--- src/sv/ddci_pkg.sv ---
// Shared constants, types and the divide-by-slot-length helper for the dimming curve block.
package ddci_pkg;

    localparam int unsigned SLOTS     = 48;
    localparam int unsigned HALF_SLOTS = SLOTS / 2;

    localparam int unsigned SECS_W = 17;   // seconds of day before reduction
    localparam int unsigned NUM_W  = 18;   // interpolation numerator
    localparam int unsigned T_W    = 11;   // seconds into a slot
    localparam int unsigned PCT_W  = 7;    // percent value

    localparam logic [SECS_W-1:0] SECS_PER_HOUR = 17'd3600;
    localparam logic [SECS_W-1:0] SECS_PER_MIN  = 17'd60;
    localparam logic [SECS_W-1:0] SECS_PER_DAY  = 17'd86400;
    localparam logic [T_W-1:0]    SECS_PER_SLOT = 11'd1800;

    localparam logic [PCT_W-1:0] MAX_PERCENT = 7'd100;
    localparam logic [7:0]       NO_VALUE    = 8'hFF;
    localparam logic [5:0]       LAST_SLOT   = 6'd47;
    localparam logic [5:0]       SLOT_COUNT  = 6'd48;

    localparam logic FUNC_WRITE = 1'b0;
    localparam logic FUNC_QUERY = 1'b1;

    // x / 1800 == (x >> 3) / 225; reciprocal 9321 / 2^21 is exact for x >> 3 below 28000
    localparam logic [13:0] DIV_MUL   = 14'd9321;
    localparam int unsigned DIV_SHIFT = 21;

    typedef struct packed {
        logic             en;
        logic             odd;
        logic [PCT_W-1:0] data;
    } t_curve_wr;

    function automatic logic [PCT_W-1:0] div_slot(input logic [NUM_W-1:0] x);
        logic [31:0] prod;
        prod = 32'(x[NUM_W-1:3]) * 32'(DIV_MUL);
        return prod[DIV_SHIFT+PCT_W-1:DIV_SHIFT];
    endfunction

endpackage

--- src/sv/ddci_curve_mem.sv ---
// Setpoint store split into even-slot and odd-slot banks, with a clearing pass after reset.
module ddci_curve_mem #(
    parameter int unsigned BANK_DEPTH = 192,
    parameter int unsigned BANK_AW    = 8
) (
    input  logic                     i_clk,
    input  logic                     i_rst_n,
    input  logic                     i_rd_en,
    input  logic [BANK_AW-1:0]       i_rd_addr_even,
    input  logic [BANK_AW-1:0]       i_rd_addr_odd,
    input  ddci_pkg::t_curve_wr      i_wr,
    input  logic [BANK_AW-1:0]       i_wr_addr,
    output logic [ddci_pkg::PCT_W-1:0] o_rd_even,
    output logic [ddci_pkg::PCT_W-1:0] o_rd_odd,
    output logic                     o_busy
);

    logic [ddci_pkg::PCT_W-1:0] r_mem_even [BANK_DEPTH];
    logic [ddci_pkg::PCT_W-1:0] r_mem_odd  [BANK_DEPTH];
    logic [ddci_pkg::PCT_W-1:0] r_rd_even;
    logic [ddci_pkg::PCT_W-1:0] r_rd_odd;
    logic                       r_busy;
    logic [BANK_AW-1:0]         r_clr_addr;

    // sweep both banks once, one row per cycle
    always_ff @(posedge i_clk) begin
        if (!i_rst_n) begin
            r_busy     <= 1'b1;
            r_clr_addr <= '0;
        end else if (r_busy) begin
            r_clr_addr <= r_clr_addr + 1'b1;
            if (r_clr_addr == BANK_AW'(BANK_DEPTH - 1)) begin
                r_busy <= 1'b0;
            end
        end
    end

    always_ff @(posedge i_clk) begin
        if (r_busy) begin
            r_mem_even[r_clr_addr] <= '0;
            r_mem_odd[r_clr_addr]  <= '0;
        end else if (i_wr.en) begin
            if (i_wr.odd) begin
                r_mem_odd[i_wr_addr] <= i_wr.data;
            end else begin
                r_mem_even[i_wr_addr] <= i_wr.data;
            end
        end
    end

    always_ff @(posedge i_clk) begin
        if (i_rd_en) begin
            r_rd_even <= r_mem_even[i_rd_addr_even];
            r_rd_odd  <= r_mem_odd[i_rd_addr_odd];
        end
    end

    assign o_rd_even = r_rd_even;
    assign o_rd_odd  = r_rd_odd;
    assign o_busy    = r_busy;

endmodule

--- src/sv/daily_dimming_curve_interpolator.sv ---
// Top level of the daily dimming curve interpolator: five-stage pipeline and output register.
//
// Each LED channel holds 48 half-hour percent setpoints. A write item (func 0) stores one
// setpoint, saturated to 100, and yields no result; writes to a channel at or above CHANNELS
// or to a slot above 47 are dropped. A query item (func 1) turns hour:minute:second into
// seconds of the day (modulo one day), picks the half-hour slot and interpolates linearly
// toward the next slot (slot 47 wraps to slot 0) with floor arithmetic. Each query yields
// exactly one result: the power and a changed flag that is set when the power differs from
// the last value reported for that channel; the first query of a channel always sets it.
// A query to a channel at or above CHANNELS returns power 0, changed 0 and touches no state.
// The block takes one item per cycle while o_stall is low; each query passes through the
// stage registers and the output register. The rate is set by the setpoint store, which
// is split by slot parity so both neighbouring setpoints come out of a single read. After
// reset the store is cleared row by row, and o_stall stays high until every row is cleared.
module daily_dimming_curve_interpolator #(
    parameter int unsigned CHANNELS = 8
) (
    input  logic       i_clk,
    input  logic       i_rst_n,
    // item input
    input  logic       i_valid,
    output logic       o_stall,
    input  logic       i_func,
    input  logic [2:0] i_channel,
    input  logic [5:0] i_slot,
    input  logic [6:0] i_setpoint,
    input  logic [4:0] i_hour,
    input  logic [5:0] i_minute,
    input  logic [5:0] i_second,
    // result output
    output logic       o_valid,
    input  logic       i_stall,
    output logic [6:0] o_power,
    output logic       o_changed
);

    // The channel field is three bits wide, so at most eight channels are reachable.
    localparam int unsigned CH_USE     = (CHANNELS < 8) ? CHANNELS : 8;
    localparam int unsigned BANK_DEPTH = CH_USE * ddci_pkg::HALF_SLOTS;
    localparam int unsigned BANK_AW    = $clog2(BANK_DEPTH);
    localparam int unsigned LP_AW      = (CH_USE > 1) ? $clog2(CH_USE) : 1;

    localparam int unsigned PW = ddci_pkg::PCT_W;

    // ---------------------------------------------------------------- pipeline control
    // The whole pipeline advances unless a result is waiting and the sink stalls.
    logic mem_busy;
    logic adv;

    assign adv     = !(o_valid && i_stall);
    assign o_stall = mem_busy || !adv;

    // ---------------------------------------------------------------- stage 1: input register
    logic        r1_valid;
    logic        r1_func;
    logic [2:0]  r1_ch;
    logic [5:0]  r1_slot;
    logic [6:0]  r1_sp;
    logic [4:0]  r1_hour;
    logic [5:0]  r1_min;
    logic [5:0]  r1_sec;

    always_ff @(posedge i_clk) begin
        if (!i_rst_n) begin
            r1_valid <= 1'b0;
        end else if (adv) begin
            r1_valid <= i_valid && !mem_busy;
        end
    end

    always_ff @(posedge i_clk) begin
        if (adv) begin
            r1_func <= i_func;
            r1_ch   <= i_channel;
            r1_slot <= i_slot;
            r1_sp   <= i_setpoint;
            r1_hour <= i_hour;
            r1_min  <= i_minute;
            r1_sec  <= i_second;
        end
    end

    // Seconds of day; the raw sum stays below two days, so one subtraction reduces it.
    logic [ddci_pkg::SECS_W-1:0] n_secs_raw;
    logic [ddci_pkg::SECS_W-1:0] n_secs;
    logic                        n_chok;

    always_comb begin
        n_secs_raw = ddci_pkg::SECS_W'(r1_hour) * ddci_pkg::SECS_PER_HOUR
                   + ddci_pkg::SECS_W'(r1_min) * ddci_pkg::SECS_PER_MIN
                   + ddci_pkg::SECS_W'(r1_sec);
        n_secs = (n_secs_raw >= ddci_pkg::SECS_PER_DAY) ?
                 n_secs_raw - ddci_pkg::SECS_PER_DAY : n_secs_raw;
        n_chok = {4'd0, r1_ch} < 7'(CHANNELS);
    end

    // ---------------------------------------------------------------- stage 2: slot select
    logic                        r2_valid;
    logic                        r2_func;
    logic                        r2_chok;
    logic [2:0]                  r2_ch;
    logic [5:0]                  r2_slot;
    logic [6:0]                  r2_sp;
    logic [ddci_pkg::SECS_W-1:0] r2_secs;

    always_ff @(posedge i_clk) begin
        if (!i_rst_n) begin
            r2_valid <= 1'b0;
        end else if (adv) begin
            r2_valid <= r1_valid;
        end
    end

    always_ff @(posedge i_clk) begin
        if (adv) begin
            r2_func <= r1_func;
            r2_chok <= n_chok;
            r2_ch   <= r1_ch;
            r2_slot <= r1_slot;
            r2_sp   <= r1_sp;
            r2_secs <= n_secs;
        end
    end

    // seconds of day are below one day, so the slot is at most 47
    logic [5:0] n_s0;

    assign n_s0 = 6'(ddci_pkg::div_slot(ddci_pkg::NUM_W'(r2_secs)));

    // ---------------------------------------------------------------- stage 3: store access
    logic                        r3_valid;
    logic                        r3_func;
    logic                        r3_chok;
    logic [2:0]                  r3_ch;
    logic [5:0]                  r3_slot;
    logic [6:0]                  r3_sp;
    logic [ddci_pkg::SECS_W-1:0] r3_secs;
    logic [5:0]                  r3_s0;

    always_ff @(posedge i_clk) begin
        if (!i_rst_n) begin
            r3_valid <= 1'b0;
        end else if (adv) begin
            r3_valid <= r2_valid;
        end
    end

    always_ff @(posedge i_clk) begin
        if (adv) begin
            r3_func <= r2_func;
            r3_chok <= r2_chok;
            r3_ch   <= r2_ch;
            r3_slot <= r2_slot;
            r3_sp   <= r2_sp;
            r3_secs <= r2_secs;
            r3_s0   <= n_s0;
        end
    end

    // Slot s0 and its successor always differ in parity: an even s0 reads both from the same
    // row; an odd s0 takes the even neighbour from the next row, or row 0 after slot 47.
    logic [7:0]                 n_row_base;
    logic [4:0]                 n_even_half;
    logic [BANK_AW-1:0]         n_rd_addr_even;
    logic [BANK_AW-1:0]         n_rd_addr_odd;
    logic [BANK_AW-1:0]         n_wr_addr;
    logic [ddci_pkg::T_W-1:0]   n_t;
    logic                       n_rd_en;
    ddci_pkg::t_curve_wr        n_wr;

    always_comb begin
        n_row_base = {1'b0, r3_ch, 4'd0} + {2'd0, r3_ch, 3'd0};
        if (!r3_s0[0]) begin
            n_even_half = r3_s0[5:1];
        end else if (r3_s0 == ddci_pkg::LAST_SLOT) begin
            n_even_half = '0;
        end else begin
            n_even_half = r3_s0[5:1] + 5'd1;
        end
        n_rd_addr_even = BANK_AW'(n_row_base + {3'd0, n_even_half});
        n_rd_addr_odd  = BANK_AW'(n_row_base + {3'd0, r3_s0[5:1]});
        n_wr_addr      = BANK_AW'(n_row_base + {3'd0, r3_slot[5:1]});

        n_t = ddci_pkg::T_W'(r3_secs - ddci_pkg::SECS_W'(r3_s0)
                                       * ddci_pkg::SECS_W'(ddci_pkg::SECS_PER_SLOT));

        n_rd_en = adv && r3_valid && (r3_func == ddci_pkg::FUNC_QUERY) && r3_chok;

        n_wr.en   = adv && r3_valid && (r3_func == ddci_pkg::FUNC_WRITE) && r3_chok
                    && (r3_slot < ddci_pkg::SLOT_COUNT);
        n_wr.odd  = r3_slot[0];
        n_wr.data = (r3_sp > ddci_pkg::MAX_PERCENT) ? ddci_pkg::MAX_PERCENT : r3_sp;
    end

    logic [PW-1:0] rd_even;
    logic [PW-1:0] rd_odd;

    ddci_curve_mem #(
        .BANK_DEPTH (BANK_DEPTH),
        .BANK_AW    (BANK_AW)
    ) u_curve_mem (
        .i_clk          (i_clk),
        .i_rst_n        (i_rst_n),
        .i_rd_en        (n_rd_en),
        .i_rd_addr_even (n_rd_addr_even),
        .i_rd_addr_odd  (n_rd_addr_odd),
        .i_wr           (n_wr),
        .i_wr_addr      (n_wr_addr),
        .o_rd_even      (rd_even),
        .o_rd_odd       (rd_odd),
        .o_busy         (mem_busy)
    );

    // ---------------------------------------------------------------- stage 4: weighted sum
    logic                     r4_valid;
    logic                     r4_func;
    logic                     r4_chok;
    logic [2:0]               r4_ch;
    logic [ddci_pkg::T_W-1:0] r4_t;
    logic                     r4_swap;

    always_ff @(posedge i_clk) begin
        if (!i_rst_n) begin
            r4_valid <= 1'b0;
        end else if (adv) begin
            r4_valid <= r3_valid;
        end
    end

    always_ff @(posedge i_clk) begin
        if (adv) begin
            r4_func <= r3_func;
            r4_chok <= r3_chok;
            r4_ch   <= r3_ch;
            r4_t    <= n_t;
            r4_swap <= r3_s0[0];
        end
    end

    logic [PW-1:0]              n_p0;
    logic [PW-1:0]              n_p1;
    logic [ddci_pkg::NUM_W-1:0] n_num;

    always_comb begin
        n_p0  = r4_swap ? rd_odd : rd_even;
        n_p1  = r4_swap ? rd_even : rd_odd;
        n_num = ddci_pkg::NUM_W'(n_p0) * ddci_pkg::NUM_W'(ddci_pkg::SECS_PER_SLOT - r4_t)
              + ddci_pkg::NUM_W'(n_p1) * ddci_pkg::NUM_W'(r4_t);
    end

    // ---------------------------------------------------------------- stage 5: divide, compare
    logic                       r5_valid;
    logic                       r5_func;
    logic                       r5_chok;
    logic [2:0]                 r5_ch;
    logic [ddci_pkg::NUM_W-1:0] r5_num;

    always_ff @(posedge i_clk) begin
        if (!i_rst_n) begin
            r5_valid <= 1'b0;
        end else if (adv) begin
            r5_valid <= r4_valid;
        end
    end

    always_ff @(posedge i_clk) begin
        if (adv) begin
            r5_func <= r4_func;
            r5_chok <= r4_chok;
            r5_ch   <= r4_ch;
            r5_num  <= n_num;
        end
    end

    // last reported power per channel; all ones means nothing reported yet
    logic [7:0] r_last [CH_USE];

    logic [PW-1:0] n_power;
    logic          n_changed;
    logic          n_upd;

    always_comb begin
        n_power   = ddci_pkg::div_slot(r5_num);
        n_changed = {1'b0, n_power} != r_last[LP_AW'(r5_ch)];
        n_upd     = adv && r5_valid && (r5_func == ddci_pkg::FUNC_QUERY) && r5_chok;
    end

    always_ff @(posedge i_clk) begin
        if (!i_rst_n) begin
            for (int i = 0; i < CH_USE; i++) begin
                r_last[i] <= ddci_pkg::NO_VALUE;
            end
        end else if (n_upd) begin
            r_last[LP_AW'(r5_ch)] <= {1'b0, n_power};
        end
    end

    // ---------------------------------------------------------------- output register
    logic          r_out_valid;
    logic [PW-1:0] r_power;
    logic          r_changed;

    always_ff @(posedge i_clk) begin
        if (!i_rst_n) begin
            r_out_valid <= 1'b0;
        end else if (adv) begin
            r_out_valid <= r5_valid && (r5_func == ddci_pkg::FUNC_QUERY);
        end
    end

    // an unknown channel reports zero power and no change
    always_ff @(posedge i_clk) begin
        if (adv) begin
            r_power   <= r5_chok ? n_power : '0;
            r_changed <= r5_chok && n_changed;
        end
    end

    assign o_valid   = r_out_valid;
    assign o_power   = r_power;
    assign o_changed = r_changed;

endmodule
--- config.mk ---
export PLATFORM = sky130hd
export DESIGN_NAME = daily_dimming_curve_interpolator
export DESIGN_NICKNAME = d
export VERILOG_FILES = /design/src/sv/ddci_pkg.sv /design/src/sv/ddci_curve_mem.sv /design/src/sv/daily_dimming_curve_interpolator.sv
export SDC_FILE = /design/constraint.sdc
export NUM_CORES = 2
export LEC_CHECK = 0
export ABC_AREA = 1
export BUFFER_PORTS_ARGS = -buffer_cell sky130_fd_sc_hd__buf_2
export CAP_MARGIN = 20
export CORE_MARGIN = 2
export CORE_UTILIZATION = 35
export CTS_CLUSTER_SIZE = 24
export DETAILED_ROUTE_END_ITERATION = 7
export PLACE_DENSITY = 0.52
export SLEW_MARGIN = 20
export SYNTH_ARGS = -nofsm -noshare
export SYNTH_HDL_FRONTEND = slang
export SYNTH_SLANG_ARGS = --single-unit
--- constraint.sdc ---
create_clock -name i_clk -period 12.3 [get_ports i_clk]
set_input_delay 2.46 -clock i_clk [delete_from_list [all_inputs] [get_ports i_clk]]
set_output_delay 2.46 -clock i_clk [all_outputs]
set_load 0.005 [all_outputs]
==> impl_metrics.env <==
export IMPL_hp_class="flip-flop to flip-flop"
export IMPL_hpwlAfterDp_um=234000
export IMPL_cp_max_fo=12
export IMPL_setup_violations=0
export IMPL_syn_to_final_growth_pct=11.9
export IMPL_tightest_slew_ns=1.17
export IMPL_place_gp_congestion=0.868
export IMPL_cts_tree="done"
export IMPL_synth_top_cell_by_area="edfxtp_1"
export IMPL_min_period_ns=7.14
export IMPL_final_hold_violation_count=0
export IMPL_cp_required_ns=12.93
export IMPL_num_io_pins=48
export IMPL_yosys_warnings=0
export IMPL_stdcell_area_sq_mm=0.149
export IMPL_postCtsSetupBuffers=0
export IMPL_drv_slew=0
export IMPL_nNetsFinal=11740
export IMPL_initial_core_util=0.351
export IMPL_numPortBuffers=47
export IMPL_die_x_um=620
export IMPL_pre_cts_ws_ns=4.94
export IMPL_layout_setup_ws_ns=5.16
export IMPL_rsz0062_at_grt="no"
export IMPL_place_area_sq_mm=0.138
export IMPL_synth_most_common_cell="edfxtp_1"
export IMPL_fill_cells=36133
export IMPL_vias=86996
export IMPL_die_y_um=620
export IMPL_outcome="finished, final reports clean"
export IMPL_cts_root_buf="clkbuf_16"
export IMPL_die_area_sq_mm=0.384
export IMPL_syn_area_per_cell_sq_um=11.8
export IMPL_vias_per_cell=5.30
export IMPL_crit_slowest_cell="fa_1"
export IMPL_cts_resized=0
export IMPL_cp_start_kind="flip-flop"
export IMPL_cts_buffers=327
export IMPL_crit_arrival_ns=7.77
export IMPL_final_period_utilization=0.581
export IMPL_crit_top_cell="nand2_1"
export IMPL_synthArstFlopShare=0
export IMPL_ctsHoldBuffers=0
export IMPL_setup_tns_final_ns=0
export IMPL_ys_types=56
export IMPL_drtPass1Iterations=8
export IMPL_placementRows=226
export IMPL_grt_start_max_net_pins=225
export IMPL_cp_end_kind="flip-flop"
export IMPL_finClkSkew_ns=0.0591
export IMPL_ant_nets=0
export IMPL_yosysSeqAreaShare=0.661
export IMPL_final_core_util=0.393
export IMPL_wl_per_cell_um=23.5
export IMPL_synth_cell_area_sq_mm=0.133
export IMPL_netlist_top_cells_count="2903 x edfxtp_1, 2239 x nand2_1, 1189 x nand3_1"
export IMPL_path_class="flip-flop to flip-flop"
export IMPL_synth_area_top_cells="edfxtp_1 66%, nand2_1 6.3%, nand3_1 4.5%, ha_1 3.3%, fa_1 3.3%"
export IMPL_synthCells=11293
export IMPL_fmax_mhz=140
export IMPL_cts_sinks=2929
export IMPL_synth_top_area_frac=0.657
export IMPL_syn_nets=11904
export IMPL_drt_initial_drc_count=8998
export IMPL_antenna_found_initial=30
export IMPL_path_clk_slew_ns=0.06
export IMPL_clk_path_buf_depth=4
export IMPL_cap_violations=0
export IMPL_grt_pass1_wl_um=568000
export IMPL_timing_slew_headroom=0.216
export IMPL_h_tree_depth=5
export IMPL_grt_usage=0.197
export IMPL_grt_overflow=0
export IMPL_insertion_delay_ns=0.92
export IMPL_synth_ff_type="edfxtp_1"
export IMPL_synth_edff_count=2903
export IMPL_core_area_sq_mm=0.378
export IMPL_route_detailed_drc=0
export IMPL_routed_wirelength_um=386000
export IMPL_synth_seq_cells=2929
export IMPL_cpPeakStageDelay_ns=0.56
export IMPL_drive_gt1_frac=0.0660
export IMPL_grt_pass1_vias=86940
## kinds of logic after synthesis
family | synth area share
mux | 0.0143
compound gates | 0.0582
buf+inv | 0.0369
xor+xnor | 0.00555
simple gates | 0.158
fa+ha+maj | 0.0664
flops | 0.661
## routing by layer
layer / share of wire / GRT usage / vias to the layer above
met3: 0.066 / 0.0275 / 643
met2: 0.47 / 0.321 / 3264
met4: 0.031 / 0.0589 / 6
met1: 0.44 / 0.271 / 43354
li1: - / - / 39729
met5: 0.00011 / 0 / -
## final timing paths
path            start         end  slack, ns  depth (start not counted)
max           r4_t[0]  r5_num[15]       5.16                         30
min          r2_ch[1]    r3_ch[1]       0.41                          0
max reg2reg   r4_t[0]  r5_num[15]       5.16                         30
min reg2reg  r2_ch[1]    r3_ch[1]       0.41                          0
## metrics by stage
step	hold WS [ns]	std cells
final	0.415	16404
after global routing	0.425	16402
after CTS	0.418	16399
after detailed placement	0.405	15815
after global placement	0.406	15815
after floorplan	0.400	11293
## registers in the layout (all words and copies together) (netlist names), 8 cells and up, named ones only
register / count
u_curve_mem.r_mem_even: 1344
r2_secs: 17
u_curve_mem.r_clr_addr: 8
r3_secs: 11
r4_t: 11
r_last: 64
r5_num: 15
u_curve_mem.r_mem_odd: 1344
## layout make-up
| class | count | area, sq um | area share |
|---|---|---|---|
| tap | 5016 | 6280 | 0.0422 |
| timing repair buffer | 169 | 1360 | 0.00914 |
| inverter | 564 | 2140 | 0.0144 |
| clock inverter | 191 | 2030 | 0.0137 |
| multi-input combinational | 7138 | 40500 | 0.272 |
| antenna | 4 | 10.0 | 0.0000674 |
| clock buffer | 393 | 8620 | 0.0580 |
| sequential | 2929 | 87700 | 0.590 |
## layout by cell type (no fill, tap or decap), types with 15 or more instances in the layout
master,instances
bufinv_16,37
ha_1,350
nand2_2,29
a21boi_0,149
inv_1,542
clkbuf_16,336
xor2_1,53
clkinv_2,46
mux2i_1,190
clkbuf_1,57
xnor2_1,24
nor2_1,1087
nand2_1,2223
nor3_1,128
buf_2,47
a21oi_1,377
nand4_1,210
nand3_1,1188
buf_12,15
o211ai_1,31
nor2_4,21
o21ai_0,520
edfxtp_1,2903
buf_4,106
a31oi_1,15
fa_1,218
o22ai_1,212
clkinv_1,75
dfxtp_1,26
## worst max-delay path: cells and delay by family (launching register included)
kind,cells,cell delay (ns)
fa+ha+maj,8,3.65
simple gates,11,1.05
buf+inv,6,0.62
compound gates,3,0.57
xor+xnor,2,0.55
flops,1,0.43
Power is not shown: default switching activity piles up to over one toggle a cycle in this logic, so the estimate is an artifact.
